==> config.mk <==
export PLATFORM = sky130hd
export DESIGN_NAME = sorted_priority_queue_unit
export DESIGN_NICKNAME = d
export VERILOG_FILES = /design/src/design/spq_pkg.sv /design/src/design/sorted_priority_queue_unit.sv
export SDC_FILE = /design/constraint.sdc
export NUM_CORES = 1
export LEC_CHECK = 0
export BUFFER_PORTS_ARGS = -buffer_cell sky130_fd_sc_hd__buf_2
export CAP_MARGIN = 20
export CORE_AREA = 2 2 322 324
export DETAILED_ROUTE_END_ITERATION = 6
export DIE_AREA = 0 0 324 326
export PLACE_DENSITY = 0.71
export SLEW_MARGIN = 20
export SYNTH_ARGS = -nofsm -noshare
export SYNTH_HDL_FRONTEND = slang
export SYNTH_SLANG_ARGS = --single-unit
==> constraint.sdc <==
create_clock -name clk_i -period 5.7 [get_ports clk_i]
set_clock_uncertainty 0.2 [all_clocks]
set_input_delay 0 -clock clk_i [delete_from_list [all_inputs] [get_ports clk_i]]
set_output_delay 0 -clock clk_i [all_outputs]
set_load 0.01 [all_outputs]
==> src/design/spq_pkg.sv <==
// shared types, codes and defaults for the sorted priority queue
package spq_pkg;

  // field widths
  localparam int unsigned DataW   = 32;
  localparam int unsigned StatusW = 2;
  localparam int unsigned FillW   = 5;

  // default number of held entries
  localparam int unsigned DefaultQueueDepth = 16;

  // command codes
  localparam logic CmdPush = 1'b0;
  localparam logic CmdPop  = 1'b1;

  // status codes
  typedef enum logic [StatusW-1:0] {
    StatusDone  = 2'd0,
    StatusEmpty = 2'd1,
    StatusFull  = 2'd2
  } status_e;

  // one stored entry
  typedef struct packed {
    logic signed [DataW-1:0] value;
    logic signed [DataW-1:0] priority_key;
  } entry_t;

endpackage

==> src/design/sorted_priority_queue_unit.sv <==
// sorted priority queue held in a circular single-port-read, single-port-write memory
//
//  channel   direction  signals                                          handshake
//  command   in         cmd_i, item_value_i, item_priority_i            start_i && !busy_o
//  result    out        status_o, out_value_o, out_priority_o,           result_valid_o, one cycle
//                       fill_level_o
//
// refused push or pop, and push into an empty queue: result in the cycle after acceptance
// pop: result from StPopRd, once the head entry is read (one memory read)
// push: result after StShift moves up each greater-keyed entry and StWrNew if the new
//   entry lands at the head; the walk from the tail reads one entry and writes one per cycle
// reset clears the sequencer, count and head; the memory is never cleared
// the receiver cannot stall: each result word is shown for exactly one cycle
module sorted_priority_queue_unit #(
  parameter int unsigned QUEUE_DEPTH = spq_pkg::DefaultQueueDepth
) (
  input  logic                                clk_i,
  input  logic                                rst_ni,
  input  logic                                start_i,
  output logic                                busy_o,
  input  logic                                cmd_i,
  input  logic signed [spq_pkg::DataW-1:0]    item_value_i,
  input  logic signed [spq_pkg::DataW-1:0]    item_priority_i,
  output logic                                result_valid_o,
  output logic [spq_pkg::StatusW-1:0]         status_o,
  output logic signed [spq_pkg::DataW-1:0]    out_value_o,
  output logic signed [spq_pkg::DataW-1:0]    out_priority_o,
  output logic [spq_pkg::FillW-1:0]           fill_level_o
);

  localparam int unsigned AW       = $clog2(QUEUE_DEPTH);
  localparam int unsigned CW       = $clog2(QUEUE_DEPTH + 1);
  localparam int unsigned MemDepth = 1 << AW;

  // sequencer codes
  localparam logic [1:0] StIdle  = 2'd0;
  localparam logic [1:0] StPopRd = 2'd1;
  localparam logic [1:0] StShift = 2'd2;
  localparam logic [1:0] StWrNew = 2'd3;

  logic [1:0]    state_q, state_d;
  logic [AW-1:0] head_q, head_d;
  logic [CW-1:0] count_q, count_d;
  logic [AW-1:0] idx_q, idx_d;
  spq_pkg::entry_t new_q, new_d;

  // memory and its ports
  spq_pkg::entry_t mem_q [MemDepth];
  spq_pkg::entry_t rd_q;
  logic            mem_we, mem_re;
  logic [AW-1:0]   mem_waddr, mem_raddr;
  spq_pkg::entry_t mem_wdata;

  // result word
  logic                             res_valid_q, res_valid_d;
  logic [spq_pkg::StatusW-1:0]      res_status_q, res_status_d;
  logic signed [spq_pkg::DataW-1:0] res_val_q, res_val_d;
  logic signed [spq_pkg::DataW-1:0] res_pri_q, res_pri_d;
  logic [spq_pkg::FillW-1:0]        res_fill_q;

  logic full, empty, accept, greater;

  assign full    = (count_q == CW'(QUEUE_DEPTH));
  assign empty   = (count_q == '0);
  assign accept  = start_i && (state_q == StIdle);
  assign greater = (rd_q.priority_key > new_q.priority_key);

  // sequencer: pop reads the head; push reads, compares and moves entries from the tail down
  always_comb begin
    state_d      = state_q;
    head_d       = head_q;
    count_d      = count_q;
    idx_d        = idx_q;
    new_d        = new_q;
    mem_we       = 1'b0;
    mem_re       = 1'b0;
    mem_waddr    = head_q;
    mem_raddr    = head_q;
    mem_wdata    = new_q;
    res_valid_d  = 1'b0;
    res_status_d = spq_pkg::StatusDone;
    res_val_d    = '0;
    res_pri_d    = '0;
    unique case (state_q)
      StIdle: begin
        if (accept) begin
          if (cmd_i == spq_pkg::CmdPop) begin
            if (empty) begin
              res_valid_d  = 1'b1;
              res_status_d = spq_pkg::StatusEmpty;
            end else begin
              mem_re    = 1'b1;
              mem_raddr = head_q;
              state_d   = StPopRd;
            end
          end else begin
            new_d.value        = item_value_i;
            new_d.priority_key = item_priority_i;
            if (full) begin
              res_valid_d  = 1'b1;
              res_status_d = spq_pkg::StatusFull;
            end else if (empty) begin
              mem_we                 = 1'b1;
              mem_waddr              = head_q;
              mem_wdata.value        = item_value_i;
              mem_wdata.priority_key = item_priority_i;
              count_d                = count_q + CW'(1);
              res_valid_d            = 1'b1;
            end else begin
              idx_d     = AW'(count_q - CW'(1));
              mem_re    = 1'b1;
              mem_raddr = AW'(head_q + AW'(count_q - CW'(1)));
              state_d   = StShift;
            end
          end
        end
      end
      StPopRd: begin
        res_valid_d = 1'b1;
        res_val_d   = rd_q.value;
        res_pri_d   = rd_q.priority_key;
        head_d      = AW'(head_q + AW'(1));
        count_d     = count_q - CW'(1);
        state_d     = StIdle;
      end
      StShift: begin
        mem_we    = 1'b1;
        mem_waddr = AW'(head_q + idx_q + AW'(1));
        if (greater) begin
          // stored entry moves up one place
          mem_wdata = rd_q;
          if (idx_q == '0) begin
            state_d = StWrNew;
          end else begin
            mem_re    = 1'b1;
            mem_raddr = AW'(head_q + idx_q - AW'(1));
            idx_d     = AW'(idx_q - AW'(1));
          end
        end else begin
          // new entry lands right after this one
          mem_wdata   = new_q;
          count_d     = count_q + CW'(1);
          res_valid_d = 1'b1;
          state_d     = StIdle;
        end
      end
      StWrNew: begin
        mem_we      = 1'b1;
        mem_waddr   = head_q;
        mem_wdata   = new_q;
        count_d     = count_q + CW'(1);
        res_valid_d = 1'b1;
        state_d     = StIdle;
      end
      default: begin
        state_d = StIdle;
      end
    endcase
  end

  // control registers
  always_ff @(posedge clk_i or negedge rst_ni) begin
    if (!rst_ni) begin
      state_q     <= StIdle;
      head_q      <= '0;
      count_q     <= '0;
      idx_q       <= '0;
      res_valid_q <= 1'b0;
    end else begin
      state_q     <= state_d;
      head_q      <= head_d;
      count_q     <= count_d;
      idx_q       <= idx_d;
      res_valid_q <= res_valid_d;
    end
  end

  // payload registers
  always_ff @(posedge clk_i) begin
    new_q <= new_d;
    if (res_valid_d) begin
      res_status_q <= res_status_d;
      res_val_q    <= res_val_d;
      res_pri_q    <= res_pri_d;
      res_fill_q   <= spq_pkg::FillW'(count_d);
    end
  end

  // entry memory, read data registered
  always_ff @(posedge clk_i) begin
    if (mem_we) begin
      mem_q[mem_waddr] <= mem_wdata;
    end
    if (mem_re) begin
      rd_q <= mem_q[mem_raddr];
    end
  end

  assign busy_o         = (state_q != StIdle);
  assign result_valid_o = res_valid_q;
  assign status_o       = res_status_q;
  assign out_value_o    = res_val_q;
  assign out_priority_o = res_pri_q;
  assign fill_level_o   = res_fill_q;

  // checks
  a_count_bound: assert property (@(posedge clk_i) disable iff (!rst_ni)
    count_q <= CW'(QUEUE_DEPTH))
    else $error("entry count beyond queue depth");

  a_accept_progress: assert property (@(posedge clk_i) disable iff (!rst_ni)
    start_i && !busy_o |=> result_valid_o || busy_o)
    else $error("accepted command neither answered nor in progress");

  a_empty_fill: assert property (@(posedge clk_i) disable iff (!rst_ni)
    result_valid_o && status_o == spq_pkg::StatusEmpty |-> fill_level_o == '0)
    else $error("empty pop reports a non-zero fill level");

  a_port_clash: assert property (@(posedge clk_i) disable iff (!rst_ni)
    mem_we && mem_re |-> mem_waddr != mem_raddr)
    else $error("memory read and write at the same entry");

endmodule
==> metrics, run 1 <==
syn nets 3343; share of cells above drive strength 1 0.1278; Setup-failing EPs final 0; Core Area 102600 µm²; Final HPWL DP 68810 µm; Worst-path clk slew 0.07 ns; gr usage total 0.2406; io pins 141; Crit Path Category flip-flop to flip-flop; Post-DRT Antenna Nets 0; final worst-path cycle share 0.9128; met1 usage 0.3506; Clock Latency Late Sink 0.71 ns; startpoint types flip-flop; CP max stage delay 0.71 ns; maximum buffer depth of the clock tree 3; setup_tns 0 ns; row count 118; max_slew headroom 0.3047; top-area cell type share of the netlist area 0.7260; H-tree lvl count 3; register area 37130 µm²; Final min period 5.203 ns; post-synthesis average cell area 15.67 µm²; drt total wl 128400 µm; Yosys top cell by area edfxtp_1; # Max-Cap Violations 0; #FFs+latches synth 1239; fin nets 3632; Final Hold Vio Count 0; global route overflow 0; die width 324 µm; via count 30090; Post-Syn Instances 3229; RSZ-0062 raised after global routing no; number of flops mapped to enable cells by yosys 1223; routed len/inst 25.67 µm; Worst IR Drop VDD 0.0006059 V; internal reg-to-reg setup slack 0.50 ns; fin util 0.5720; Worst Hold Path EP status_o[0]$_SDFFCE_PN0P_; top cells by area, synth edfxtp_1, mux2i_1, nand2_1, a211oi_1, nor2b_1; Worst Tran Pin Value 1.036 ns; largest net degree at the start of global routing 103; CTS tree yes; global-route wire length before repair 187700 µm; leakage power 20.71 nW; TritonRoute pass-1 iters 6; die height 326 µm; vias in the first global route 28920; met2 global-route usage 0.3647; most frequent cells in the layout edfxtp_1, mux2i_1, nand2_1; clock root buffer clkbuf_16; vias per cell 6.014; synth unique cells 56; post-synthesis sequential area ratio 0.7339; Hold Startpoint cmd_i; status finished, final reports clean; met3 Use GR 0.05030; Worst path slowest cell nor2b_4; Primary FF master, synth edfxtp_1; multi-input combinational cell area 12470 µm²; Layout area overhead 16.02%; TritonCTS buffer count 120; PD cells 629.2 nW/µm²; gpl congestion 0.8882; gr busiest metal met2; Hold Path Class input pin to flip-flop; RR Startpoint rd_q[31]$_DFFE_PP_; peak fanout along the critical path 36; clock sinks 1239; ys async rst share 0.01291; DRT iter0 DRCs 3411; fmax 192.2 MHz; mapped cell area 50580 µm²; Worst EP arrival 5.41 ns; Die Area 105600 µm²; Hold WS 0.1472 ns; post_cts resized 0; Crit Reg-Reg Endpoint rd_q[17]$_DFFE_PP_; R2R depth 12; worst hold stages 3; max-slew violations 0; Port-buffer cells 140; critical path capture point type flip-flop; most common cell after layout, fill and taps aside edfxtp_1; Critical Path RT 5.90 ns; critical-path cell list ha_1 > nand4_2 > nor4_4 > o311ai_0 > nand4_1 > and2_1 > nand2_1 > a31oi_1 > nor2b_4 > buf_12 > a32oi_1 > o311ai_1; # DRC 0; initial antenna violation count 8; FILL cells 7705; initial core utilization 0.4930; synth warn 0
Yosys cell counts, drive strengths merged, types with 2 or more instances:
cell type / instances
a211oi: 134
a21boi: 2
a21o: 6
a21oi: 60
a22oi: 41
a31oi: 12
a32o: 4
a32oi: 64
and2: 5
and3: 65
buf: 106
clkbuf: 95
dfrtp: 16
edfxtp: 1223
fa: 2
ha: 44
inv: 49
mux2i: 449
nand2: 378
nand2b: 2
nand3: 71
nand4: 10
nor2: 82
nor2b: 134
nor3: 7
nor4: 4
o21a: 2
o21ai: 26
o22ai: 36
o311ai: 66
or2: 2
xnor2: 13
xor2: 5
cell families after synthesis:
family                   synth area share
AND/OR/NAND/NOR                   0.07020
buffers and inverters             0.02488
flip-flops                         0.7339
XOR/XNOR                         0.003117
AO/OA/AOI/OAI                     0.06713
adder cells (fa/ha/maj)           0.01167
multiplexers                      0.08907
worst max-delay path by stage:
stage,startpoint,slack (ns),end
after floorplan,rd_q[1]$_DFFE_PP_,0.11,rd_q[0]$_DFFE_PP_
after global placement,rd_q[31]$_DFFE_PP_,0.67,rd_q[5]$_DFFE_PP_
after detailed placement,rd_q[31]$_DFFE_PP_,0.72,rd_q[5]$_DFFE_PP_
after CTS,rd_q[31]$_DFFE_PP_,0.63,rd_q[5]$_DFFE_PP_
after global routing,rd_q[31]$_DFFE_PP_,0.32,rd_q[5]$_DFFE_PP_
final,rd_q[31]$_DFFE_PP_,0.50,rd_q[17]$_DFFE_PP_
flip-flops by register name, summed over array words and instances (netlist names):
register and cells:
fill_level_o 5, rd_q 64, state_q 2, out_value_o 32, head_q 4, new_q 64, result_valid_o 1, count_q 5
status_o 2, idx_q 4, out_priority_o 32, mem_q 1024
stage by stage:
step,cells,total power [mW],instance area (µm²),worst slack [ns]
floorplan,3229,23.95,50590,0.1093
global placement,4641,28.50,53280,0.6722
detailed placement,4641,28.77,53290,0.7160
CTS,5000,36.83,58620,0.6318
global route,5002,38.55,58690,0.3200
finish,5003,36.93,58690,0.4968
metal layers:
metal,wire [µm],vias to the layer above,share of wire
li1,-,13070,-
met1,53420,15170,0.42
met2,58240,1612,0.45
met3,13010,232,0.10
met4,3721,4,0.029
met5,23,-,0.00018
critical path: cells and delay by family (launching register included):
family                     cells  cell delay (ns)
and+or+nand+nor                6             2.20
AOI/OAI and AO/OA              4             1.05
adders and majority gates      1             0.54
DFF                            1             0.51
buffers and inverters          1             0.37
final cells by class:
type | instances | share of cell area
Clock inverter | 79 | 0.01497
Tap cell | 1380 | 0.02942
Clock buffer | 147 | 0.05326
Timing Repair Buffer | 368 | 0.05402
Sequential cell | 1239 | 0.6327
Antenna cell | 1 | 0.00004264
Inverter | 49 | 0.003155
Multi-Input combinational cell | 1740 | 0.2125
report_power, final:
part	leakage (nW)	total (mW)	internal (mW)	switching, mW
logic	7.44	15.3	5.22	10.1
registers	11.3	13.6	12.9	0.660
clock network	1.94	8.02	4.63	3.39
timing repair:
action | CTS | global route
buffers inserted | 0 | 0
hold buffers | 133 | 0
setup endpoints to repair | 0 | 0
hold endpoints to repair | 1055 | 0
Power figures use the tool's default switching activity.
==> run 2: changes to the inputs <==
--- a/config.mk
+++ b/config.mk
@@ -7,10 +7,13 @@
 export LEC_CHECK = 0
 export BUFFER_PORTS_ARGS = -buffer_cell sky130_fd_sc_hd__buf_2
 export CAP_MARGIN = 20
-export CORE_AREA = 2 2 322 324
+export CELL_PAD_IN_SITES_DETAIL_PLACEMENT = 1
+export CELL_PAD_IN_SITES_GLOBAL_PLACEMENT = 1
+export CORE_AREA = 2 2 328 330
+export CTS_CLUSTER_SIZE = 25
 export DETAILED_ROUTE_END_ITERATION = 6
-export DIE_AREA = 0 0 324 326
-export PLACE_DENSITY = 0.71
+export DIE_AREA = 0 0 330 332
+export PLACE_DENSITY = 0.78
 export SLEW_MARGIN = 20
 export SYNTH_ARGS = -nofsm -noshare
 export SYNTH_HDL_FRONTEND = slang
==> run 2 against run 1 <==
The run now ends with design-rule violations left. First-iteration DRC count grew 3.4%. Sequential power is essentially flat. Via count grew 3.6%. Design area shrank 0.13%. Maximum frequency grew 0.81%. Wire length grew 18%. Critical endpoint is now rd_q[11]$_DFFE_PP_.
==> metrics, run 2 (synthesized netlist as in run 1, its figures left out) <==
status complete, but fails checks; failing checks design-rule violations; cts hold-fix bufs 133 (unchanged); critical path capture point type flip-flop; Die Area 109600 µm² (+3.7%); Final Hold Vio Count 0 (unchanged); fin util 0.5514 (-0.02059); TritonRoute pass-1 iters 7 (+1); gr usage total 0.2736 (+0.03293); worst hold stages 3 (unchanged); routed len/inst 30.01 µm (+17%); Crit Path Category flip-flop to flip-flop; Layout area overhead 15.87%; # Max-Cap Violations 0 (unchanged); Worst Tran Pin Value 1.105 ns (+0.06870 ns); met2 global-route usage 0.4467 (+0.08199); maximum buffer depth of the clock tree 3 (unchanged); gpl congestion 0.8291 (-6.7%); biggest regs mem_q x1024, new_q x64, rd_q x64; max-slew violations 0 (unchanged); register area 37130 µm² (unchanged); post-CTS setup buffers 0 (unchanged); CTS tree yes; via count 31170 (+3.6%); setup_tns 0 ns (unchanged); share of cells above drive strength 1 0.1274 (-0.0004519); most frequent cells in the layout edfxtp_1, mux2i_1, nand2_1; DRT iter0 DRCs 3528 (+3.4%); Setup-failing EPs final 0 (unchanged); global-route wire length before repair 219400 µm (+17%); PD cells 640.9 nW/µm² (+1.9%); RR Startpoint rd_q[23]$_DFFE_PP_; clock root buffer clkbuf_16; Hold Startpoint cmd_i; max_slew headroom 0.2636 (-0.04116); met1 usage 0.3742 (+0.02359); TritonCTS buffer count 121 (+0.83%); Worst EP arrival 5.41 ns (about the same); global route overflow 0 (unchanged); met3 Use GR 0.04324 (-0.007056); drt total wl 151000 µm (+18%); die height 332 µm (+1.8%); initial core utilization 0.4759 (-0.01712); Critical path origin rd_q[23]$_DFFE_PP_; initial antenna violation count 4 (-4); H-tree lvl count 3 (unchanged); gr busiest metal met2; most common cell after layout, fill and taps aside edfxtp_1; clock sinks 1239 (unchanged); fmax 193.8 MHz (+0.81%); post_cts resized 0 (unchanged); vias in the first global route 32790 (+13%); Clock Latency Late Sink 0.74 ns (+0.03 ns); Worst IR Drop VDD 0.0008095 V (+34%); Final min period 5.161 ns (-0.04205 ns); leakage power 20.71 nW (about the same); # DRC 29 (+29); Critical Path RT 5.95 ns (+0.05 ns); fin nets 3645 (+0.36%); peak fanout along the critical path 36 (unchanged); io pins 141 (unchanged); multi-input combinational cell area 12430 µm² (-0.29%); startpoint types flip-flop; die width 330 µm (+1.9%); Core Area 106300 µm² (+3.6%); Final HPWL DP 80250 µm (+17%); Post-DRT Antenna Nets 0 (unchanged); FILL cells 9945 (+29%); Port-buffer cells 140 (unchanged); RSZ-0062 raised after global routing no; largest net degree at the start of global routing 107 (+3.9%); R2R depth 12 (unchanged); Hold Path Class input pin to flip-flop; vias per cell 6.196 (+3.0%); Biggest register mem_q; row count 120 (+1.7%); flip-flop count of the largest register after layout 1024 (unchanged); final worst-path cycle share 0.9055 (-0.007376); Worst-path clk slew 0.07 ns (about the same)
## run 2: changes by cell type in the layout (fill, tap and decap cells not counted), moves of 2 or more
| cell | before | now |
|---|---|---|
| a21oi_1 | 47 | 57 |
| a21oi_2 | 13 | 3 |
| bufinv_16 | 16 | 7 |
| buf_12 | 34 | 41 |
| buf_4 | 60 | 66 |
| clkinv_2 | 26 | 31 |
| clkinvlp_4 | 7 | 3 |
| clkinv_4 | 1 | 4 |
| clkbuf_16 | 121 | 123 |
| clkinv_1 | 24 | 22 |
## run 2: through the flow
stage / setup slack, ns / instance area [µm²] / hold WS [ns] / power, mW / std cells
floorplan: 0.1093 / 50590 / -0.4956 / 23.95 / 3229
detailed placement: 0.5901 / 53500 / -0.2116 / 29.59 / 4677
finish: 0.5389 / 58610 / 0.2138 / 37.56 / 5031
global placement: 0.7296 / 53500 / -0.2015 / 28.88 / 4677
CTS: 0.6413 / 58580 / 0.1411 / 37.48 / 5029
global route: 0.4179 / 58610 / 0.2009 / 39.05 / 5030
## run 2: cell type report
cell class                 count  area share
sequential                  1239      0.6335
multi-input combinational   1740      0.2121
timing repair buffer         380     0.05713
clock buffer                 148     0.05412
tap                         1403     0.02995
clock inverter                71    0.009969
inverter                      49    0.003159
antenna                        1  0.00004269
## run 2: final timing paths
check / end / slack, ns
max: rd_q[11]$_DFFE_PP_ / 0.54
min reg2reg: head_q[3]$_DFFE_PN0P_ / 0.37
max in group asynchronous: state_q[0]$_DFFE_PN0P_ / 4.27
max reg2reg: rd_q[11]$_DFFE_PP_ / 0.54
min: status_o[0]$_SDFFCE_PN0P_ / 0.21
min in group asynchronous: count_q[2]$_DFF_PN0_ / 0.35
## run 2: layer usage
layer,routed length [µm],up-vias
li1,-,13120
met1,60810,16230
met2,73470,1505
met3,11980,314
met4,4698,6
met5,37,-
## run 2: critical path, cell delays in order (launching register included)
cell      delay [ns]
edfxtp_1        0.43
ha_1            0.36
a21oi_1         0.23
o21ai_0         0.29
a22oi_1         0.35
nand3_1         0.19
o311ai_1        0.36
and2_1          0.44
mux2_2          0.42
nand2_4         0.48
buf_12          0.33
a211oi_1        0.10
o311ai_1        0.66
## run 2: where the power goes
group	internal, mW	switching (mW)	total (mW)
Clock	4.26	3.47	7.73
Combinational	5.36	10.8	16.2
Sequential	12.9	0.750	13.7
Total	22.5	15.0	37.6
